### src/hw/rtl/box_overlap_pair_finder_macros.svh
// assertion macros for the box overlap pair finder
// expects clk and rst in the scope of use
`ifndef BOX_OVERLAP_PAIR_FINDER_MACROS_SVH
`define BOX_OVERLAP_PAIR_FINDER_MACROS_SVH

// same-cycle implication, held off during reset
`define BOPF_ASSERT_NOW(label, ante, cons, msg) \
  label: assert property (@(posedge clk) disable iff (rst) (ante) |-> (cons)) \
    else $error(msg);

// next-cycle implication, held off during reset
`define BOPF_ASSERT_NEXT(label, ante, cons, msg) \
  label: assert property (@(posedge clk) disable iff (rst) (ante) |=> (cons)) \
    else $error(msg);

`endif

### src/hw/rtl/bopf_ram.sv
// generic simple dual-port ram, one write port, one registered read port
// no dependencies
module bopf_ram #(
  parameter int WIDTH = 8,
  parameter int DEPTH = 64
) (
  input  logic                     clk,
  input  logic                     we,
  input  logic [$clog2(DEPTH)-1:0] waddr,
  input  logic [WIDTH-1:0]         wdata,
  input  logic                     re,
  input  logic [$clog2(DEPTH)-1:0] raddr,
  output logic [WIDTH-1:0]         rdata
);

  logic [WIDTH-1:0] mem [DEPTH];

  always_ff @(posedge clk) begin
    if (we) begin
      mem[waddr] <= wdata;
    end
    if (re) begin
      rdata <= mem[raddr];
    end
  end

endmodule

### config.mk
export PLATFORM = sky130hd
export DESIGN_NAME = bopf_ram
export DESIGN_NICKNAME = d
export VERILOG_FILES = /design/src/hw/rtl/box_overlap_pair_finder_macros.svh /design/src/hw/rtl/bopf_ram.sv
export SDC_FILE = /design/constraint.sdc
export NUM_CORES = 1
export LEC_CHECK = 0
export BUFFER_PORTS_ARGS = -buffer_cell sky130_fd_sc_hd__buf_4
export CAP_MARGIN = 30
export CORE_AREA = 3 3 264 266
export DETAILED_ROUTE_END_ITERATION = 12
export DIE_AREA = 0 0 267 269
export GPL_TIMING_DRIVEN = 0
export MAX_ROUTING_LAYER = met4
export SLEW_MARGIN = 10
export SYNTH_ARGS = -nofsm -noshare
export SYNTH_HDL_FRONTEND = slang
export SYNTH_SLANG_ARGS = --single-unit
### constraint.sdc
create_clock -name clk -period 3.76 [get_ports clk]
set_input_delay 0.752 -clock clk [delete_from_list [all_inputs] [get_ports clk]]
set_output_delay 0.752 -clock clk [all_outputs]
set_load 0.03 [all_outputs]
==> flow_summary.toml <==
[yosys]
synthArstFlopShare_pct = 0
synth_edf_count = 520
syn-cell-area_mm2 = 0.0202
synth_simple_gate_area_share_pct = 3.37
synth_top_family_by_area = "multiplexers"
synth_compound_gate_area_share_pct = 2.06
synth.distinct_cells = 39
yosys.area_share.adder_pct = 0
muxShareOfSynthArea_pct = 15.9
yosysWarnings = 0
synth-seq-cells = 520
synth_xor_area_share_pct = 0
seq_area_frac_synth_pct = 77.1
synth_fp_nets = 963
syn_area_per_cell_um2 = 21.5
synthCells = 940
synth_ff_type = "edfxtp_1"

[place]
port_buffers = 22
gp_congestion = 0.888
place_ws_ns = -0.0217
dp_hpwl_mm = 31.7
placed_cell_area_mm2 = 0.0216

[hold_path]
hold_path_class = "input port to register"
min_from = "re"
holdPathEnd = "rdata[1]"
whs_path_depth = 1

[critical_path]
cp-start-kind = "input port"
cp_max_fo = 10
crit_chain = "buf_2 -> buf_4 -> clkbuf_1 -> buf_2 -> o221ai_1 -> o21a_1 -> o41ai_1"
r2r_slack_ns = 1.40
crit_path_end_kind = "register"
cpMostUsedCell = "buf_2"
regToRegEndpoint = "rdata[6]"
slowest_delay_ns = 0.73
arrival_ns = 3.56
critical_path.slowest_cell = "o41ai_1"
rr_startpoint = "mem[21][6]"
critPathKind = "input port to register"
ff2ff_path_depth = 5
critPathRequiredTime_ns = 4.01

[final_layout]
drive_gt1_share_pct = 25.4
design_area_mm2 = 0.0231
num-fill-cells = 6270
final_nets = 1048
area_delta_synth_final_pct = 14.1
multi_input_area_mm2 = 0.00432
fin_util_pct = 34.3
final_common_cell = "edfxtp_1"
seqCellArea_mm2 = 0.0156
final_cell_mix = "520 x edfxtp_1, 126 x mux4_2, 83 x nor2_1, 49 x clkbuf_16, 46 x buf_4"

[pwr]
p_switching_mw = 2.48
p_comb_share_pct = 5.7
ir_worst_vdd_mv = 0.332
swShare_pct = 21.1
p_per_area_mw_per_mm2 = 508
p_seq_share_pct = 54.9
pwr-share-clk_pct = 39.5
power.leakage_nw = 7.03
p_int_mw = 9.26

[global_routing]
grt_max_degree = 65
grt_pass1_vias = 9941
track_usage_pct = 14.2
grt-ovfl-total = 0
grt_pass1_wl_mm = 70.5
antenna_found_initial = 4

[detailed_routing]
via_count = 9840
dr.pass1.iters = 7
routedWlPerCell_um = 25.4
ant_nets = 0
post_drt_via_cell_ratio = 5.07
drt_wl_total_mm = 49.3
drc = 0
drtIter0Drc = 1096

[status]
status = "finished clean"

[cts]
cts_sinks = 520
cts_tree = "done"
cts_buffers = 49
cts_buffer_depth = 3
hold_buffers = 0
cts.repair.resized = 0
post_cts_buffers = 0
clk_root_buffer_cell = "clkbuf_16"
clock_latency_ns = 0.59
htree_levels = 2
path_clk_slew_ns = 0.06

[timing]
fin_crit_sh_pct = 88.1
worst_pin_slew_ns = 0.943
max_slew_margin_pct = 36.9
max_freq_mhz = 302
rsz0062_at_grt = "no"
period_needed_ns = 3.31
drv_slew = 0
fin_skew_ns = 0.0206
fin_hold_ws_ns = 0.454
setup_slack_ns = 0.447
report.final.hold_viol_count = 0
setup_viol = 0

[die]
die_h_um = 269
initial_utilization_pct = 30.1
ios = 31
fp.coreArea_mm2 = 0.0673
placementRows = 95
dieWidth_um = 267
die-area_mm2 = 0.0718

[flow_run]
cap_viol_max_count = 0
==> metrics by stage <==
step / power (mW) / std cells / setup TNS (ns)
global route: 12.1 / 1940 / 0
global placement: 7.21 / 1835 / 0
CTS: 11.8 / 1930 / 0
floorplan: 6.92 / 940 / 0
finish: 11.7 / 1941 / 0
detailed placement: 7.23 / 1841 / -0.0217
==> cell type report <==
cell class                      count  area share, %
Sequential cell                   520           67.6
Multi-Input combinational cell    369           18.7
Clock buffer                       58           5.46
Tap cell                          873           4.73
Buffer                             51           1.37
Timing Repair Buffer               34           1.12
Clock inverter                     31          0.970
Antenna cell                        5         0.0542
==> cells in the mapped netlist, types with 6 or more instances <==
master,count,area [um2]
a221oi_1,6,52.6
buf_2,11,55.1
buf_4,13,97.6
clkbuf_1,17,63.8
edfxtp_1,520,15600
mux2_2,13,146
mux2i_1,23,230
mux4_2,126,2840
nand2_1,19,71.3
nand2b_1,7,43.8
nand3_1,13,65.1
nor2_1,83,312
nor2b_1,14,87.6
nor3_1,7,35.0
o221ai_1,8,70.1
o22ai_1,8,50.1
==> worst max-delay path by stage <==
stage                     slack (ns)     start        to  cells after the start
final                           0.45  raddr[2]  rdata[5]                      7
after CTS                       0.58  raddr[2]  rdata[5]                      7
after global routing            0.34  raddr[2]  rdata[3]                      7
after global placement         0.003  raddr[2]  rdata[3]                      7
after detailed placement       -0.02  raddr[2]  rdata[5]                      7
after floorplan                 1.20  raddr[1]  rdata[3]                      7
==> critical path: cells and delay by family <==
kind	cells	cell delay, ns
buffers and inverters	4	1.70
AOI/OAI and AO/OA	3	1.10
==> per-layer routing <==
metal	part of all wire, %	track usage [%]	vias to the layer above
met2	47	21.9	416
met3	8.0	2.67	88
met4	3.5	5.51	0
met5	0	-	-
met1	42	18.7	5217
li1	-	-	4119
==> cell families after synthesis <==
kind of cell	count (synthesis)
flip-flops	520
multiplexers	162
AND/OR/NAND/NOR	153
AO/OA/AOI/OAI	54
buffers and inverters	51
==> registers in the layout, summed over array words and instances, names as in the netlist <==
signal  flops
mem       512
rdata       8
==> power groups by stage <==
stage / Clock, mW / Sequential, mW / Combinational, mW
6_report: 4.63 / 6.44 / 0.664
4_1_cts: 4.72 / 6.44 / 0.664
5_1_grt: 4.96 / 6.44 / 0.700
3_3_place_gp: 0 / 6.56 / 0.651
3_5_place_dp: 0 / 6.56 / 0.663
2_1_floorplan: 0 / 6.58 / 0.342
Note: power is estimated with default switching activity, not from simulation.
