**src/hw/rtl/box_overlap_pair_finder_macros.svh**
```systemverilog
// assertion macros for the box overlap pair finder
// expects clk and rst in the scope of use
`ifndef BOX_OVERLAP_PAIR_FINDER_MACROS_SVH
`define BOX_OVERLAP_PAIR_FINDER_MACROS_SVH

// same-cycle implication, held off during reset
`define BOPF_ASSERT_NOW(label, ante, cons, msg) \
  label: assert property (@(posedge clk) disable iff (rst) (ante) |-> (cons)) \
    else $error(msg);

// next-cycle implication, held off during reset
`define BOPF_ASSERT_NEXT(label, ante, cons, msg) \
  label: assert property (@(posedge clk) disable iff (rst) (ante) |=> (cons)) \
    else $error(msg);

`endif

```
**src/hw/rtl/bopf_pkg.sv**
```systemverilog
// shared types and constants of the box overlap pair finder
// no dependencies
package bopf_pkg;

  // bounds per box: min_x, max_x, min_y, max_y, min_z, max_z
  localparam int NUM_BOUNDS = 6;
  localparam int NUM_AXES   = 3;

  // s_tuser bit positions
  localparam int S_USER_W   = 2;
  localparam int USER_START = 0;
  localparam int USER_PRIO  = 1;

  // job queue status
  typedef struct packed {
    logic empty;
    logic full;
  } qstat_t;

endpackage

```
**src/hw/rtl/bopf_queue.sv**
```systemverilog
// two-entry job queue between front and back
// depends on bopf_pkg
module bopf_queue #(
  parameter int WIDTH = 8
) (
  input  logic               clk,
  input  logic               rst,
  input  logic               push,
  input  logic [WIDTH-1:0]   wdata,
  input  logic               pop,
  output logic [WIDTH-1:0]   rdata,
  output bopf_pkg::qstat_t   q_stat
);
  import bopf_pkg::*;

  logic [WIDTH-1:0] slot [2];
  logic             wptr;
  logic             rptr;
  logic [1:0]       fill;

  always_ff @(posedge clk) begin
    if (rst) begin
      wptr <= 1'b0;
      rptr <= 1'b0;
      fill <= 2'd0;
    end else begin
      if (push) begin
        wptr <= ~wptr;
      end
      if (pop) begin
        rptr <= ~rptr;
      end
      if (push && !pop) begin
        fill <= fill + 2'd1;
      end else if (pop && !push) begin
        fill <= fill - 2'd1;
      end
    end
  end

  always_ff @(posedge clk) begin
    if (push) begin
      slot[wptr] <= wdata;
    end
  end

  assign rdata        = slot[rptr];
  assign q_stat.empty = (fill == 2'd0);
  assign q_stat.full  = (fill == 2'd2);

endmodule

```
**config.mk**
```make
export PLATFORM = sky130hd
export DESIGN_NAME = bopf_queue
export DESIGN_NICKNAME = d
export VERILOG_FILES = /design/src/hw/rtl/box_overlap_pair_finder_macros.svh /design/src/hw/rtl/bopf_pkg.sv /design/src/hw/rtl/bopf_queue.sv
export SDC_FILE = /design/constraint.sdc
export NUM_CORES = 1
export LEC_CHECK = 0
export BUFFER_PORTS_ARGS = -buffer_cell sky130_fd_sc_hd__buf_2
export CAP_MARGIN = 20
export CORE_MARGIN = 2
export CORE_UTILIZATION = 52
export CTS_BUF_LIST = sky130_fd_sc_hd__clkbuf_16
export DETAILED_ROUTE_END_ITERATION = 8
export PLACE_DENSITY = 0.84
export SYNTH_ARGS = -nofsm -noshare
export SYNTH_HDL_FRONTEND = slang
export SYNTH_SLANG_ARGS = --single-unit
```
**constraint.sdc**
```tcl
create_clock -name clk -period 1.9 [get_ports clk]
set_input_delay 0.095 -clock clk [delete_from_list [all_inputs] [get_ports clk]]
set_output_delay 0.095 -clock clk [all_outputs]
set_load 0.01 [all_outputs]
```
==> metrics.md <==
| Metric | Value |
|---|---|
| Critical Path, Cell by Cell | `mux2_2 > buf_2` |
| DP Wirelength | `between 900 and 1000 um` |
| Final Hold Viols | `0` |
| Met2 routed wirelength | `about 630 um` |
| Max cap viols | `0` |
| Cells after synthesis | `47` |
| Final ANT Viol Nets | `0` |
| Post-Syn Area | `around 780 um2` |
| Global route overflow | `0` |
| IO Pins | `22` |
| H-tree levels | `1` |
| Die Footprint | `roughly 0.0018 mm2` |
| Lkg Pwr | `just over 0.4 nW` |
| Final instance area | `roughly 1000 um2` |
| Synth area leader | `edfxtp_1` |
| Post-synthesis compound-gate area fraction | `1.278%` |
| Post-synthesis simple-gate area fraction | `5.911%` |
| Worst path max stage delay | `roughly 0.53 ns` |
| CORE AREA | `approximately 0.0015 mm2` |
| Maximum clock path buffer count | `2` |
| Worst EP arrival | `~1.3 ns` |
| Netlist cell types | `15` |
| Post-Syn Nets | `60` |
| Worst slew pin tran | `0.4051 ns` |
| Vias in the first global route | `about 450` |
| Final TNS setup | `0 ns` |
| Largest family of logic cells by synthesized area | `multiplexers` |
| # fillers | `114` |
| Fin crit period | `1.410 ns` |
| Number of synthesized register bits | `21` |
| Final net count | `86` |
| Total GRT Usage | `between 10% and 20%` |
| DR pass1 iterations | `4` |
| Worst Path Required | `between 1.5 and 2 ns` |
| Crit-path leading delay family | `flip-flops` |
| Kind of critical path | `reg2out` |
| Syn avg cell area | `16.66 um2` |
| Max Slew Vio Count | `0` |
| Max Fclk | `a little over 700 MHz` |
| Count of hold-fix buffers inserted at cts | `0` |
| Main area contributors after synthesis | `edfxtp_1, dfxtp_1, mux2_2` |
| Drc violations | `0` |
| First-pass GRT wire length | `between 2000 and 2500 um` |
| Sequential share of the synthesized area | `roughly three quarters` |
| Xor and xnor area share after synthesis | `between 4 and 5%` |
| CTS sink cnt | `21` |
| DR top layer | `met3` |
| Clock transition at path regs | `0.05 ns` |
| Cts repair resizes | `0` |
| CTS root buf | `clkbuf_16` |
| Area delta synth->final | `26.36%` |
| Kind of start point of the critical path | `register` |
| Die Ht | `42.81 um` |
| Final WL | `about 1300 um` |
| RSZ-0062 raised after global routing | `false` |
| Core Rows | `14` |
| Pwr/cell area | `roughly 1100 mW/mm2` |
| RePlAce Congestion | `about 0.65` |
| Period utilization | `around 74%` |
| M1 wire length | `approximately 530 um` |
| CP bufs+invs | `1` |
| Tightest Hold Check Type | `in2reg` |
| Crit-path slowest cell | `dfxtp_1` |
| Most frequent cells in the layout | `buf_2, edfxtp_1, mux2_2` |
| Adder-Cell Fraction of Synth Area | `under 10%` |
| Via Count | `roughly 440` |
| Antenna violations before repair | `0` |
| DP Area | `approximately 910 um2` |
| Number of DRC markers in iteration 0 | `12` |
| Clock insertion delay at the later pin of the skew report | `0.25 ns` |
| Num CTS Buffers | `3` |
| Worst IR Drop VDD | `between 600 and 700 uV` |
| CTS tree | `yes` |
| DR vias/cell | `between 5 and 6` |
| Ys Warns | `0` |
| Commonest non-fill, non-tap cell in the layout | `buf_2` |
| Worst setup EP type | `output pin` |
| Count of final setup violators | `0` |
| CP max FO | `8` |
| Met3 wire len | `95 um` |
| Layout cell share with drive strength beyond 1 | `a little under half` |
| Synth top area share | `just over 60%` |
| # diodes | `0` |
| Headroom to the max-slew limit | `~73%` |
| Port buffer count | `21` |
| Postcts setup bufs | `0` |
| Worst clock skew | `between 0.0008 and 0.0009 ns` |
| Largest net degree at the start of global routing | `12` |
| Die W | `about 43 um` |
| Starting Density | `a little over half` |
| Routed len/inst | `about 14 um` |
| Outcome | `complete, no violations` |
| Multiplexer share of the synthesized area | `11.50%` |
-- registers in the layout, indices dropped and copies added, names as in the netlist, named ones only --
name,count
rptr,1
fill,2
wptr,1
slot,16
-- cells in the mapped netlist, drive strengths merged --
master and n:
a21oi 1, and2 1, and2b 1, buf 1
dfxtp 5, edfxtp 16, ha 1, inv 1
mux2 8, nor2 5, nor2b 1, o21ai 1
or3 1, xnor2 2, xor2 2
-- through the flow --
stage	setup slack, ns	power, mW	cells	hold WS [ns]	util, %
2_1_floorplan	0.8123	0.6317	47	0.1641	-
3_3_place_gp	0.7809	0.6783	84	0.2836	62.65
3_5_place_dp	0.7664	0.6868	84	0.2883	62.65
4_1_cts	0.4569	1.112	88	0.03612	68.07
5_1_grt	0.4251	1.142	88	0.02904	68.07
6_report	0.4902	1.100	88	0.03828	68.07
-- layout make-up --
type | count | area (um2) | area share [%]
multi-input combinational | 24 | 193.9 | 19.60
timing repair buffer | 22 | 112.6 | 11.38
sequential | 21 | 580.6 | 58.66
tap | 16 | 20.02 | 2.023
clock buffer | 3 | 75.07 | 7.585
inverter | 1 | 3.754 | 0.3793
clock inverter | 1 | 3.754 | 0.3793
-- path summary, 6_finish.rpt --
check / endpoint / start / slack, ns / depth (start not counted)
hold reg to reg: fill[1]$_SDFFE_PP0P_ / fill[1]$_SDFFE_PP0P_ / 0.51 / 2
setup reg to reg: slot[1][7]$_DFFE_PP_ / wptr$_SDFFE_PP0P_ / 0.81 / 1
setup / recovery: rdata[1] / register / 0.49 / 2
hold / removal: slot[1][4]$_DFFE_PP_ / wdata[4] / 0.04 / 1
-- routing by layer --
metal  up-vias  track usage [%]
li1        220                -
met1       206            19.36
met2        16            24.85
met3         0            5.957
met4         0            7.500
met5         -                0
-- kinds of logic after synthesis --
| kind of cell | after synthesis |
|---|---|
| buffers and inverters | 2 |
| adder cells (fa/ha/maj) | 1 |
| XOR/XNOR | 4 |
| AND/OR/NAND/NOR | 9 |
| multiplexers | 8 |
| flip-flops | 21 |
| AO/OA/AOI/OAI | 2 |
-- where the power goes --
part / leakage (nW) / internal [mW] / switching (mW)
clock network: 0.0423 / 0.280 / 0.145
logic: 0.171 / 0.0653 / 0.0586
registers: 0.192 / 0.531 / 0.0210
No activity file was read; power rests on OpenSTA's default activity.
