==> src/hw/rtl/box_overlap_pair_finder_macros.svh <==
// assertion macros for the box overlap pair finder
// expects clk and rst in the scope of use
`ifndef BOX_OVERLAP_PAIR_FINDER_MACROS_SVH
`define BOX_OVERLAP_PAIR_FINDER_MACROS_SVH

// same-cycle implication, held off during reset
`define BOPF_ASSERT_NOW(label, ante, cons, msg) \
  label: assert property (@(posedge clk) disable iff (rst) (ante) |-> (cons)) \
    else $error(msg);

// next-cycle implication, held off during reset
`define BOPF_ASSERT_NEXT(label, ante, cons, msg) \
  label: assert property (@(posedge clk) disable iff (rst) (ante) |=> (cons)) \
    else $error(msg);

`endif

==> src/hw/rtl/bopf_pkg.sv <==
// shared types and constants of the box overlap pair finder
// no dependencies
package bopf_pkg;

  // bounds per box: min_x, max_x, min_y, max_y, min_z, max_z
  localparam int NUM_BOUNDS = 6;
  localparam int NUM_AXES   = 3;

  // s_tuser bit positions
  localparam int S_USER_W   = 2;
  localparam int USER_START = 0;
  localparam int USER_PRIO  = 1;

  // job queue status
  typedef struct packed {
    logic empty;
    logic full;
  } qstat_t;

endpackage

==> src/hw/rtl/bopf_front.sv <==
// front part: takes boxes, assigns set positions, stores boxes, queues jobs
// depends on bopf_pkg
module bopf_front #(
  parameter int MAX_BOXES  = 64,
  parameter int COORD_BITS = 24,
  parameter int IDX_W      = 6,
  parameter int JOB_W      = 151,
  parameter int S_DATA_W   = 144
) (
  input  logic                          clk,
  input  logic                          rst,
  input  logic                          s_tvalid,
  output logic                          s_tready,
  input  logic [S_DATA_W-1:0]           s_tdata,
  input  logic [bopf_pkg::S_USER_W-1:0] s_tuser,
  input  logic                          scan_idle,
  input  bopf_pkg::qstat_t              q_stat,
  output logic                          q_push,
  output logic [JOB_W-1:0]              q_wdata,
  output logic                          ram_we,
  output logic [IDX_W-1:0]              ram_waddr,
  output logic [JOB_W-IDX_W-1:0]        ram_wdata
);
  import bopf_pkg::*;

  localparam int CNT_W = $clog2(MAX_BOXES + 1);
  localparam int BOX_W = NUM_BOUNDS * COORD_BITS;

  logic [CNT_W-1:0] count;
  logic [CNT_W-1:0] count_next;
  logic             start;
  logic             store_full;
  logic             no_store;
  logic [IDX_W-1:0] pos;
  logic             accept;
  logic [BOX_W:0]   entry;

  assign start      = s_tuser[USER_START];
  assign store_full = (count == CNT_W'(MAX_BOXES));
  assign no_store   = !start && store_full;

  always_comb begin
    if (start) begin
      pos = '0;
    end else if (store_full) begin
      pos = IDX_W'(MAX_BOXES - 1);
    end else begin
      pos = count[IDX_W-1:0];
    end
  end

  // a new set may only begin once no queued or running job still reads the store
  assign s_tready = !q_stat.full && (!start || (q_stat.empty && scan_idle));
  assign accept   = s_tvalid && s_tready;

  assign entry     = {s_tuser[USER_PRIO], s_tdata[BOX_W-1:0]};
  assign q_push    = accept;
  assign q_wdata   = {pos, entry};
  assign ram_we    = accept && !no_store;
  assign ram_waddr = pos;
  assign ram_wdata = entry;

  always_comb begin
    count_next = count;
    if (accept && !no_store) begin
      count_next = CNT_W'(pos) + CNT_W'(1);
    end
  end

  always_ff @(posedge clk) begin
    if (rst) begin
      count <= '0;
    end else begin
      count <= count_next;
    end
  end

endmodule

==> config.mk <==
export PLATFORM = sky130hd
export DESIGN_NAME = bopf_front
export DESIGN_NICKNAME = d
export VERILOG_FILES = /design/src/hw/rtl/box_overlap_pair_finder_macros.svh /design/src/hw/rtl/bopf_pkg.sv /design/src/hw/rtl/bopf_front.sv
export SDC_FILE = /design/constraint.sdc
export NUM_CORES = 1
export LEC_CHECK = 0
export BUFFER_PORTS_ARGS = -buffer_cell sky130_fd_sc_hd__buf_2
export CAP_MARGIN = 20
export CORE_AREA = 2 2 179 181
export CTS_BUF_LIST = sky130_fd_sc_hd__clkbuf_4
export DETAILED_ROUTE_END_ITERATION = 10
export DIE_AREA = 0 0 181 183
export GPL_ROUTABILITY_DRIVEN = 1
export PLACE_DENSITY = 0.38
export SLEW_MARGIN = 20
export SYNTH_ARGS = -nofsm -noshare
export SYNTH_HDL_FRONTEND = slang
export SYNTH_SLANG_ARGS = --single-unit
==> constraint.sdc <==
create_clock -name clk -period 4.2 [get_ports clk]
set_input_delay 0.84 -clock clk [delete_from_list [all_inputs] [get_ports clk]]
set_output_delay 0.84 -clock clk [all_outputs]
set_load 0.1 [all_outputs]
==> results.txt <==
Longest Clk Path Bufs: 2
Setup repair after global routing missed its margin: false
Overall Global Routing Usage: 4.01%
Max FFs per register: 7
Antenna Violating Nets Remaining: 0
Worst setup slack after layout: 1.20 ns
Syn Std Cell Area: 0.00275 mm^2
Clock share of power: 41.7%
WS Path Type: input port to primary output
Initial Util: 8.80%
Insertion delay to the later sink of the worst-skew pair: 0.27 ns
Pre-Repair DR Iteration Count: 5
Dpl cells: 488
FF+latch count, synth: 7
WL/cell: 14.6 um
Synth cell types: 29
Post-CTS Setup Bufs: 0
Commonest non-fill, non-tap cells in the layout: 21 x buf_2, 7 x o21ai_0, 7 x dfxtp_1, 6 x a21oi_1
Row cnt: 65
Most flops, register: count
1st-iter DRT viols: 48
Crit path capture type: primary output
CTS clock-pin slew for the worst setup and hold paths: 0.06 ns
Pwr dens: 157 mW/mm^2
Startpoint Class: input port
Synth Instances: 362
Final WL: 7.21 mm
Final period utilization: 71.5%
Max_cap viols: 0
Crit path arrival time: 2.16 ns
Grt ovf: 0
CTS tree: done
Final #Nets: 244
Top Registers: count: 7 flops
Top post-synthesis cells by area: buf_4 81%, dfxtp_1 5.1%, o21ai_0 1.6%
Post-cts resize count: 0
Vias/cell: 1.92
Slowest-stage cell, CP: a21bo_2
Cell internal pwr: 0.000118 W
Peak supply drop: 0.0448 mV
Post-synthesis sequential area ratio: 5.10%
Fillers: 3765
Yosys warns: 0
Die ar.: 0.0331 mm^2
Largest net degree at the start of global routing: 15
Clock skew: 0.00581 ns
Post-Syn Nets: 515
Num ports: 457
Net Switching: 0.0000645 W
Critical path's top delay family: buffers and inverters
Worst path most repeated cell: buf_2
Via count: 948
Vias in the first global route: 1041
Cell Chain, Critical Path: buf_2 -> a21bo_2 -> nand2_4 -> clkinv_1 -> nand2_2 -> inv_2 -> buf_2
Hold Path Class: flip-flop to flip-flop
Residual DRC count: 0
Die height: 183 um
PortBufs: 21
Clk sink count: 7
Final setup viols: 0
Seq pwr share: 37.5%
Layout cells sized above 1: 38.9%
Leading cell type in the layout, fill and taps excluded: buf_2
Final hold vios: 0
Max Slew Vio Count: 0
Worst rel slew slack: 66.5%
Initial antenna violation count: 1
Max Clk Rate: 333 MHz
Area delta synth->final: -57.8%
Critical Path RT: 3.36 ns
CTS Buf Count: 3
Final Wtd Congestion: 0.688
CP Buf/Inv Count: 4
Min cycle time layout: 3.00 ns
DP Worst Slack: 1.17 ns
First-pass GRT wire length: 9.08 mm
Outcome: completed
Final Instance Count excl. Fillers: 493
DPL Wire Length: 6.13 mm
Root Buffer: clkbuf_4
Hold-fix buffers at CTS: 0
Mean Syn Cell Area: 7.59 um^2
Lkg Pwr: 0.291 nW
Post-synth top area share: 81.1%
Crit-path max cell delay: 0.29 ns
CTS HTree Levels: 1
CP max FO: 14
Switching Share: 35.4%
Core Area: 0.0312 mm^2
Die width: 181 um
Slew @ Worst Pin: 0.505 ns
Post-synth top area cell: buf_4
Comb pwr share: 20.9%
## per-layer routing
metal	part of all wire, %	GRT usage, %	vias to the layer above	wire length (um)
met2	43	5.52	249	3070
met3	30	4.81	94	2190
met4	12	6.24	0	831
met1	16	1.84	314	1120
li1	-	-	291	-
met5	0	0	-	0
## synthesized netlist by cell type
cell type	count
a211oi_1	1
a21bo_2	1
a21oi_1	6
a311oi_2	1
a31oi_1	1
a32o_1	2
and3_4	2
buf_4	297
clkinv_1	1
dfxtp_1	7
ha_1	1
inv_1	5
inv_2	1
nand2_1	5
nand2_2	1
nand2_4	1
nand2b_1	2
nand3_1	2
nand3_4	1
nand4_1	1
nor2_1	5
nor2b_1	2
nor3_1	2
nor3_2	1
nor4_1	1
nor4b_4	1
o21ai_0	9
o221a_1	1
xor2_1	1
## metrics by stage
| step | TNS (ns) | total power, W | hold WS (ns) | cell area [um^2] | util [%] |
|---|---|---|---|---|---|
| 2_1_floorplan | -0.730 | 0.00140 | 0.444 | 2750 | - |
| 3_3_place_gp | 0 | 0.000109 | 0.485 | 1130 | 3.61 |
| 3_5_place_dp | 0 | 0.000109 | 0.495 | 1130 | 3.61 |
| 4_1_cts | 0 | 0.000184 | 0.507 | 1160 | 3.71 |
| 5_1_grt | 0 | 0.000187 | 0.521 | 1160 | 3.71 |
| 6_report | 0 | 0.000183 | 0.504 | 1160 | 3.71 |
## path summary, 6_finish.rpt
path | start | end | slack [ns] | cells after the start
worst max-delay path | s_tuser[0] | ram_we | 1.20 | 7
worst min-delay path | count[6] | count[6] | 0.50 | 2
worst max register to register | count[5] | count[4] | 2.10 | 7
worst min register to register | count[6] | count[6] | 0.50 | 2
## worst reg2reg max path, cell delays in order (launching register included)
cell,delay (ns)
dfxtp_1,0.38
nor4b_4,0.44
nand3_4,0.20
o21ai_1,0.19
ha_1,0.32
a21oi_1,0.07
nor3_1,0.22
o221a_1,0.22
## power groups by stage
stage               registers, W  logic [W]  clock network (W)
detailed placement     0.0000699  0.0000392                  0
finish                 0.0000684  0.0000381          0.0000761
global route           0.0000685  0.0000410          0.0000779
CTS                    0.0000684  0.0000393          0.0000759
global placement       0.0000700  0.0000393                  0
floorplan              0.0000696    0.00133                  0
## kinds of logic (layout without fill, tap and decap cells)
kind of cell,count (synthesis),count (layout),share of synthesized area (%)
flops,7,7,5.10
compound gates,22,22,5.28
other cells,0,1,0
xor+xnor,1,1,0.319
simple gates,27,27,6.78
buf+inv,304,32,82.1
fa+ha+maj,1,1,0.455
## cell type report
| cell class | instances | area [um^2] | area share, % |
|---|---|---|---|
| antenna | 1 | 2.50 | 0.216 |
| sequential | 7 | 140 | 12.1 |
| tap | 402 | 503 | 43.4 |
| clock buffer | 4 | 30.0 | 2.59 |
| multi-input combinational | 51 | 353 | 30.4 |
| timing repair buffer | 21 | 105 | 9.06 |
| inverter | 7 | 26.3 | 2.27 |
Power figures use the tool's default switching activity.
