$ cat src/hw/rtl/box_overlap_pair_finder_macros.svh
// assertion macros for the box overlap pair finder
// expects clk and rst in the scope of use
`ifndef BOX_OVERLAP_PAIR_FINDER_MACROS_SVH
`define BOX_OVERLAP_PAIR_FINDER_MACROS_SVH

// same-cycle implication, held off during reset
`define BOPF_ASSERT_NOW(label, ante, cons, msg) \
  label: assert property (@(posedge clk) disable iff (rst) (ante) |-> (cons)) \
    else $error(msg);

// next-cycle implication, held off during reset
`define BOPF_ASSERT_NEXT(label, ante, cons, msg) \
  label: assert property (@(posedge clk) disable iff (rst) (ante) |=> (cons)) \
    else $error(msg);

`endif

$ cat src/hw/rtl/bopf_pkg.sv
// shared types and constants of the box overlap pair finder
// no dependencies
package bopf_pkg;

  // bounds per box: min_x, max_x, min_y, max_y, min_z, max_z
  localparam int NUM_BOUNDS = 6;
  localparam int NUM_AXES   = 3;

  // s_tuser bit positions
  localparam int S_USER_W   = 2;
  localparam int USER_START = 0;
  localparam int USER_PRIO  = 1;

  // job queue status
  typedef struct packed {
    logic empty;
    logic full;
  } qstat_t;

endpackage

$ cat src/hw/rtl/bopf_back.sv
// back part: scans stored boxes newest first, tests overlap, emits centers
// depends on bopf_pkg
module bopf_back #(
  parameter int COORD_BITS = 24,
  parameter int IDX_W      = 6,
  parameter int JOB_W      = 151,
  parameter int M_DATA_W   = 88
) (
  input  logic                   clk,
  input  logic                   rst,
  input  bopf_pkg::qstat_t       q_stat,
  input  logic [JOB_W-1:0]       q_rdata,
  output logic                   q_pop,
  output logic                   scan_idle,
  output logic                   ram_re,
  output logic [IDX_W-1:0]       ram_raddr,
  input  logic [JOB_W-IDX_W-1:0] ram_rdata,
  output logic                   m_tvalid,
  input  logic                   m_tready,
  output logic [M_DATA_W-1:0]    m_tdata,
  output logic                   m_tlast
);
  import bopf_pkg::*;

  localparam int CB    = COORD_BITS;
  localparam int BOX_W = NUM_BOUNDS * CB;

  // job being scanned
  logic [BOX_W-1:0] job_box;
  logic             job_prio;
  logic [IDX_W-1:0] job_pos;
  logic             active;
  logic [IDX_W-1:0] rd_idx;

  // compare stage
  logic             v1;
  logic [IDX_W-1:0] idx1;
  logic             last1;

  logic                 axis_ok [NUM_AXES];
  logic signed [CB-1:0] cand_lo [NUM_AXES];
  logic signed [CB-1:0] cand_hi [NUM_AXES];
  logic                 hit;
  logic                 hit_take;
  logic                 stall;

  // held hit, released once it is known whether it closes the run
  logic                 pend_v;
  logic                 pend_final;
  logic signed [CB-1:0] pend_lo [NUM_AXES];
  logic signed [CB-1:0] pend_hi [NUM_AXES];
  logic [IDX_W-1:0]     pend_new;
  logic [IDX_W-1:0]     pend_old;
  logic                 pend_go;
  logic                 out_free;

  logic [CB:0]      out_c [NUM_AXES];
  logic [IDX_W-1:0] out_new;
  logic [IDX_W-1:0] out_old;

  assign out_free  = !m_tvalid || m_tready;
  assign q_pop     = !q_stat.empty && !active && !v1;
  assign scan_idle = !active && !v1;
  assign ram_re    = active && !stall;
  assign ram_raddr = rd_idx;

  always_comb begin
    for (int a = 0; a < NUM_AXES; a++) begin
      logic signed [CB-1:0] jl, jh, sl, sh;
      jl = job_box[2*a*CB +: CB];
      jh = job_box[(2*a+1)*CB +: CB];
      sl = ram_rdata[2*a*CB +: CB];
      sh = ram_rdata[(2*a+1)*CB +: CB];
      axis_ok[a] = (jl <= sl && sl <= jh) || (jl <= sh && sh <= jh) ||
                   (sl <= jl && jl <= sh) || (sl <= jh && jh <= sh);
      cand_lo[a] = (jl > sl) ? jl : sl;
      cand_hi[a] = (jh < sh) ? jh : sh;
    end
  end

  assign hit = v1 && axis_ok[0] && axis_ok[1] && axis_ok[2] &&
               !(job_prio && ram_rdata[BOX_W]);
  assign pend_go  = pend_v && out_free && (pend_final || hit);
  assign stall    = hit && pend_v && !pend_go;
  assign hit_take = hit && !stall;

  // job load and read issue
  always_ff @(posedge clk) begin
    if (rst) begin
      active <= 1'b0;
      v1     <= 1'b0;
    end else begin
      if (q_pop) begin
        active <= (q_rdata[JOB_W-1 -: IDX_W] != '0);
      end else if (ram_re && rd_idx == '0) begin
        active <= 1'b0;
      end
      if (!stall) begin
        v1 <= ram_re;
      end
    end
  end

  always_ff @(posedge clk) begin
    if (q_pop) begin
      job_box  <= q_rdata[BOX_W-1:0];
      job_prio <= q_rdata[BOX_W];
      job_pos  <= q_rdata[JOB_W-1 -: IDX_W];
      rd_idx   <= q_rdata[JOB_W-1 -: IDX_W] - IDX_W'(1);
    end else if (ram_re) begin
      rd_idx <= rd_idx - IDX_W'(1);
    end
    if (ram_re) begin
      idx1  <= rd_idx;
      last1 <= (rd_idx == '0);
    end
  end

  // pending hit; a stalled last hit still follows the held one, so that one stays open
  always_ff @(posedge clk) begin
    if (rst) begin
      pend_v     <= 1'b0;
      pend_final <= 1'b0;
    end else if (hit_take) begin
      pend_v     <= 1'b1;
      pend_final <= last1;
    end else if (pend_go) begin
      pend_v <= 1'b0;
    end else if (v1 && last1 && pend_v && !hit) begin
      pend_final <= 1'b1;
    end
  end

  always_ff @(posedge clk) begin
    if (hit_take) begin
      for (int a = 0; a < NUM_AXES; a++) begin
        pend_lo[a] <= cand_lo[a];
        pend_hi[a] <= cand_hi[a];
      end
      pend_new <= job_pos;
      pend_old <= idx1;
    end
  end

  // output register
  always_ff @(posedge clk) begin
    if (rst) begin
      m_tvalid <= 1'b0;
    end else if (pend_go) begin
      m_tvalid <= 1'b1;
    end else if (m_tready) begin
      m_tvalid <= 1'b0;
    end
  end

  always_ff @(posedge clk) begin
    if (pend_go) begin
      for (int a = 0; a < NUM_AXES; a++) begin
        out_c[a] <= {pend_lo[a][CB-1], pend_lo[a]} + {pend_hi[a][CB-1], pend_hi[a]};
      end
      out_new <= pend_new;
      out_old <= pend_old;
      m_tlast <= pend_final;
    end
  end

  assign m_tdata = M_DATA_W'({out_old, out_new, out_c[2], out_c[1], out_c[0]});

endmodule

$ cat config.mk
export PLATFORM = sky130hd
export DESIGN_NAME = bopf_back
export DESIGN_NICKNAME = d
export VERILOG_FILES = /design/src/hw/rtl/box_overlap_pair_finder_macros.svh /design/src/hw/rtl/bopf_pkg.sv /design/src/hw/rtl/bopf_back.sv
export SDC_FILE = /design/constraint.sdc
export NUM_CORES = 1
export LEC_CHECK = 0
export BUFFER_PORTS_ARGS = -buffer_cell sky130_fd_sc_hd__buf_2
export CORE_ASPECT_RATIO = 1.25
export CORE_UTILIZATION = 62
export CTS_CLUSTER_SIZE = 25
export DETAILED_ROUTE_END_ITERATION = 7
export PLACE_DENSITY = 0.86
export SLEW_MARGIN = 20
export SYNTH_ARGS = -nofsm -noshare
export SYNTH_HDL_FRONTEND = slang
export SYNTH_SLANG_ARGS = --single-unit
$ cat constraint.sdc
create_clock -name clk -period 15.6 [get_ports clk]
set_input_delay 0.78 -clock clk [delete_from_list [all_inputs] [get_ports clk]]
set_output_delay 0.78 -clock clk [all_outputs]
set_load 0.05 [all_outputs]
==> key figures, run 1 <==
Die
  – Die area: 40600 µm²
  – Die X: 180 µm
  – Total core area: 39200 µm²
  – Top Ports: 400
  – Starting Density: 62.9%
  – # rows: 81
  – Die height: 225 µm

Clock tree
  – Post_cts resized: 0
  – Clk_lat worst skew: ~0.58 ns
  – Clock H-tree levels: 2
  – CTS tree: done
  – Clock Pin Slew Worst Setup and Hold Paths: approximately 0.070 ns
  – CTS buffer count: 42
  – Sinks on Clock Net: between 400 and 500
  – Post-CTS Setup Bufs: 0
  – CTS Buffer Depth: 3
  – CTS Root Cell: clkbuf_16
  – # hold bufs at CTS: 0

Power
  – VDD IR max: approximately 130 µV
  – Leakage power: 0.0129 µW
  – PwrDens: 99.8 nW/µm²

Logic synthesis
  – Mux cell area share after synthesis: between 2 and 3%
  – Mean Syn Cell Area: 11.4 µm²
  – Mapped Cells: 2168
  – Synth Cell Area: 24700 µm²
  – Post-synth ARST share: 0%
  – Area share of and/or/nand/nor cells after synthesis: a little under a tenth
  – Synth Area in Compound Gates: 12.9%
  – Synth cell types: between 70 and 80
  – Synthesized Nets: around 2.8k
  – Ys flop type: edfxtp_1
  – Post-synthesis sequential area ratio: 50.1%
  – #FFs+latches synth: 413
  – Ys Warns: 0
  – Main combinational cell family by area after synthesis: adder cells
  – Synth Area in XOR/XNOR: 2.17%
  – EDFF count, synth: 408
  – Adder-cell share of the synthesized area: 18.6%

Detailed routing
  – First-pass detailed-route iteration total: 6
  – Wire per inst: 21.0 µm
  – Initial DRC Count: about 1.5k
  – Routed vias: 18.8k
  – ANT nets after route: 0
  – Drt drc: 0
  – Vias per cell: 5.99
  – WL final: 65.9 mm

Job
  – Max-cap violations: 0

Hold path
  – Min-delay worst type: primary input to register

Setup path
  – Worst-path maximum fanout: 82
  – CP Data Arrival Time: 5.77 ns
  – Most used cell, CP: buf_4
  – Cell family with most CP delay: buffers and inverters
  – Crit path capture type: register
  – Crit Path Category: register to register
  – CP peak stage delay: 0.91 ns
  – Worst Path Required: 15.78 ns
  – Worst path slowest cell: buf_4
  – Buffers and inverters on the worst path: 3
  – CP Cell Sequence: ha_1 -> a21o_1 -> a211oi_1 -> a21oi_1 -> o31ai_1 -> a31oi_1 -> o41ai_4 -> buf_4 -> nor3_1 -> o211ai_2 -> nand3_2 -> nor2_4 -> buf_4 -> buf_4
  – Crit start category: register

Timing
  – Max Fclk: about 180 MHz
  – RSZ-0062 raised after global routing: no
  – Setup violations, final: 0
  – Final Critical Period: about 5.6 ns
  – Worst slew pin tran: 1.07 ns
  – Fin crit share: 35.8%
  – Final Skew: 0.0213 ns
  – Setup TNS Final: 0 ns
  – Hold Vio Cnt, Final: 0
  – Hold WS: 0.373 ns
  – Slew HR: roughly 28%
  – Max-slew violations: 0

Global routing
  – Largest net degree at the start of global routing: 83
  – Initial antenna violation count: 13
  – Gr usage total: 32.4%
  – First-pass GRT wire length: 100 mm
  – Overflow after GRT: 0
  – Number of global-route vias before repair: 19.3k

Finish
  – Share of cells above drive strength 1: 21.1%
  – P&R area growth vs syn: 16.7%
  – Final nets: 3259
  – Most common cell after layout, fill and taps aside: edfxtp_1
  – Most frequent cells in the layout: edfxtp_1 (408), buf_2 (397), ha_1 (361)
  – Fillers: roughly 2.7k

Placed design
  – DP Wirelength: 51.7 mm
  – # port buffers: 397
  – Gpl congestion: 0.995

Run status
  – Status: complete, no violations
==> routing by layer <==
layer | wire length, µm | up-vias | track usage [%]
met5 | 80 | - | 0
met4 | 3560 | 10 | 17.8
met3 | 4950 | 208 | 6.00
met2 | 33100 | 807 | 58.0
met1 | 24200 | 8901 | 36.6
li1 | - | 8865 | -
==> flip-flops by register name, indices dropped and copies added (netlist names), 6 cells and up <==
name       flops
job_box      144
out_c         75
pend_hi       72
pend_lo       72
idx1           6
job_pos        6
out_new        6
out_old        6
pend_new       6
pend_old       6
ram_raddr      6
==> synthesized netlist by cell type, types with 4 or more instances <==
master	count	area share [%]
edfxtp_1	408	50
ha_1	361	18
inv_1	266	4.0
nand2_1	177	2.7
o21ai_0	162	3.3
a21oi_1	140	2.8
nor2_1	86	1.3
a21o_1	74	2.3
nand4_1	57	1.4
mux2_2	49	2.2
xnor2_1	48	1.7
nand3_1	30	0.61
nor2b_1	22	0.56
nor3_1	21	0.43
a211oi_1	20	0.61
o21a_1	15	0.46
clkbuf_1	14	0.21
nand2b_1	14	0.36
xor2_1	13	0.46
o211ai_1	11	0.33
and3_1	10	0.25
o31ai_1	10	0.30
buf_2	9	0.18
mux2i_1	9	0.37
nor4_1	9	0.23
or3_1	9	0.23
a21boi_0	8	0.24
a31oi_1	8	0.20
or2_2	8	0.20
a221oi_1	5	0.18
and2_1	5	0.13
dfxtp_1	5	0.41
o21bai_1	5	0.15
a41oi_1	4	0.14
buf_1	4	0.061
nand3b_1	4	0.12
o2111ai_1	4	0.14
o22ai_1	4	0.10
o31a_1	4	0.14
==> final timing paths <==
kind	depth (start not counted)	slack, ns	startpoint	to
min	1	0.37	q_rdata[37]	job_box[37]
min reg2reg	0	0.42	idx1[4]	pend_old[4]
max reg2reg	14	10.01	job_box[26]	pend_lo[0][56]
max	14	10.01	job_box[26]	pend_lo[0][56]
==> cell families after synthesis <==
group / Yosys count
AO/OA/AOI/OAI: 510
XOR/XNOR: 61
adder cells (fa/ha/maj): 364
buffers and inverters: 294
flip-flops: 413
multiplexers: 59
other: 1
AND/OR/NAND/NOR: 466
==> through the flow <==
step / power [µW] / instances / instance area [µm²] / utilization [%] / setup slack (ns)
after floorplan: 1660 / 2168 / 24700 / - / 5.62
after global placement: 1800 / 3047 / 27300 / 69.6 / 9.12
after detailed placement: 1820 / 3047 / 27300 / 69.6 / 8.98
after CTS: 2890 / 3123 / 28700 / 73.3 / 9.47
after global routing: 2980 / 3130 / 28800 / 73.4 / 9.68
final: 2870 / 3137 / 28800 / 73.4 / 10.01
==> report_power, final <==
| part | total [µW] | switching, µW | leakage, µW | internal [µW] |
|---|---|---|---|---|
| logic | 475 | 288 | 0.00842 | 186 |
| clock network | 1070 | 439 | 0.000704 | 629 |
| registers | 1330 | 39.1 | 0.00380 | 1290 |
==> area by class of cell <==
type / instances / area [µm²] / share of cell area [%]
Tap cell: 498 / 623 / 2.16
Sequential cell: 413 / 12400 / 42.9
Clock buffer: 49 / 1150 / 4.00
Antenna cell: 13 / 32.5 / 0.113
Clock inverter: 27 / 298 / 1.03
Multi-Input combinational cell: 1461 / 11200 / 39.0
Inverter: 266 / 998 / 3.47
Timing Repair Buffer: 410 / 2100 / 7.28
Note: power is estimated with default switching activity, not from simulation.
==> inputs of run 2 (changes only) <==
Settings changed: CORE_UTILIZATION 62 to 58, PLACE_DENSITY 0.86 to 0.82.
Clock period 15.6 ns to 5.7 ns, I/O delays scaled along.
==> key figures, run 2 (same netlist as run 1, synthesis figures left out) <==
Run status
  – Status: complete, no violations

Finish
  – Top Registers: job_box (144), out_c (75)
  – Fillers: 2864 (+7.3%)
  – Share of cells above drive strength 1: 20.2% (-0.90 points)
  – Fin util: 72.5% (-0.88 points)
  – Most common cell after layout, fill and taps aside: edfxtp_1
  – Final nets: 3415 (+4.8%)
  – Final instance area: 30500 µm² (+5.9%)
  – P&R area growth vs syn: 23.6%
  – Most flops, register: job_box
  – Number of flip-flops under the largest register name: 144 (unchanged)
  – Most frequent cells in the layout: edfxtp_1 (408), buf_2 (397), ha_1 (361)

Timing
  – Slew HR: 52.0% (+23 points)
  – RSZ-0062 raised after global routing: no
  – Setup TNS Final: 0 ns (unchanged)
  – Final Skew: 0.0186 ns (-0.00263 ns)
  – Setup violations, final: 0 (unchanged)
  – Worst slew pin tran: 0.721 ns (-0.352 ns)
  – Max Fclk: 199 MHz
  – Max-slew violations: 0 (unchanged)
  – Fin crit share: 88.3%
  – Setup ws final: 0.666 ns (-9.34 ns)
  – Final Critical Period: 5.03 ns
  – Hold Vio Cnt, Final: 0 (unchanged)

Placed design
  – Cell Area, Placed: 27500 µm² (+0.64%)
  – Gpl congestion: 0.934 (-6.1%)
  – Placement Setup Slack: 1.16 ns (-7.82 ns)
  – DP Wirelength: 51.9 mm (+0.39%)
  – # port buffers: 397 (unchanged)

Die
  – Die X: 186 µm (+3.4%)
  – Starting Density: 58.7% (-4.2 points)
  – Die area: 43400 µm² (+6.8%)
  – Top Ports: 400 (unchanged)
  – Total core area: 42000 µm² (+7.2%)
  – Die height: 233 µm (+3.4%)
  – # rows: 84 (+3.7%)

Global routing
  – Initial antenna violation count: 16 (+3)
  – Overflow after GRT: 0 (unchanged)
  – Gr usage total: 32.2% (-0.23 points)
  – Largest net degree at the start of global routing: 123 (+48%)
  – First-pass GRT wire length: 107 mm (+6.2%)
  – Number of global-route vias before repair: 19.8k (+3.0%)

Setup path
  – Crit path capture type: output pin
  – Crit start category: register
  – CP peak stage delay: 0.69 ns (-0.22 ns)
  – Worst-path maximum fanout: 8 (-90%)
  – Crit Path Category: register to output pin
  – Worst Path Required: 5.41 ns (-10.37 ns)
  – Worst path slowest cell: nor4_1
  – CP Cell Sequence: ha_1 -> nand4_1 -> nor4_1 -> o31ai_1 -> nand3_2 -> xor2_2 -> o31a_1 -> o31a_1 -> nand4_1 -> and2_1 -> buf_2
  – CP Data Arrival Time: 4.75 ns (-1.02 ns)

Clock tree
  – Post_cts resized: 0 (unchanged)
  – Clk_lat worst skew: 0.58 ns (about the same)
  – Sinks on Clock Net: 413 (unchanged)
  – CTS Buffer Depth: 3 (unchanged)
  – Clock Pin Slew Worst Setup and Hold Paths: 0.07 ns (about the same)
  – CTS Root Cell: clkbuf_16
  – Clock H-tree levels: 2 (unchanged)
  – CTS tree: done
  – CTS buffer count: 43 (+2.4%)

Detailed routing
  – Initial DRC Count: 1400 (-7.0%)
  – ANT nets after route: 0 (unchanged)
  – Wire per inst: 20.9 µm (-0.42%)
  – Routed vias: 19.3k (+2.6%)
  – WL final: 70.2 mm (+6.6%)
  – Vias per cell: 5.74 (-4.1%)
  – First-pass detailed-route iteration total: 6 (unchanged)
  – Drt drc: 0 (unchanged)

Power
  – PwrDens: 262 nW/µm² (+160%)
  – VDD IR max: 295 µV (+130%)
  – Leakage power: 0.0136 µW (+5.2%)

Job
  – Max-cap violations: 0 (unchanged)

Hold path
  – Min-delay worst type: primary input to register
-- run 2: critical path: cells and delay by family (launching register included) --
kind	cells	cell delay (ns)
fa+ha+maj	1	0.42
flops	1	0.42
xor+xnor	1	0.09
simple gates	5	1.87
buf+inv	1	0.36
compound gates	3	1.01
-- run 2: final timing paths --
path / from / to / slack, ns / cells past startpoint
setup / recovery: job_box[143] / ram_re / 0.67 / 11
hold / removal: ram_rdata[79] / pend_hi[0][31] / 0.03 / 3
setup reg to reg: job_box[143] / out_c[0][54] / 1.16 / 11
hold reg to reg: idx1[4] / pend_old[4] / 0.42 / 0
-- run 2: cell type report --
cell class / instances / area (µm²) / share of cell area [%]
sequential: 413 / 12400 / 40.5
clock buffer: 48 / 1140 / 3.73
inverter: 266 / 998 / 3.27
clock inverter: 29 / 320 / 1.05
timing repair buffer: 565 / 3710 / 12.2
tap: 559 / 699 / 2.29
multi-input combinational: 1461 / 11200 / 36.9
antenna: 16 / 40.0 / 0.131
-- run 2: per-layer routing --
layer	vias up	track usage, %	part of all wire [%]
li1	9200	-	-
met1	9109	36.5	37
met2	775	57.7	51
met3	194	5.97	6.9
met4	6	16.7	5.1
met5	-	0	0.053
-- run 2: repair_timing --
item                                   4_1_cts  5_1_grt
endpoints found under the hold margin      156        0
setup buffers                                0        0
hold buffers                               153        0
-- run 2: where the power goes --
| part | internal (µW) | total, µW | switching, µW |
|---|---|---|---|
| sequential | 3540 | 3640 | 108 |
| clock | 1720 | 2940 | 1220 |
| combinational | 580 | 1400 | 817 |
| total | 5830 | 7980 | 2150 |
-- run 2: per-stage QoR --
step | power [µW] | hold WS [ns] | std cells
final | 7980 | 0.0286 | 3357
after global routing | 8270 | 0.0277 | 3353
after CTS | 7970 | 0.00959 | 3341
after detailed placement | 4980 | 0.405 | 3111
after global placement | 4930 | 0.403 | 3111
after floorplan | 4520 | 0.353 | 2168
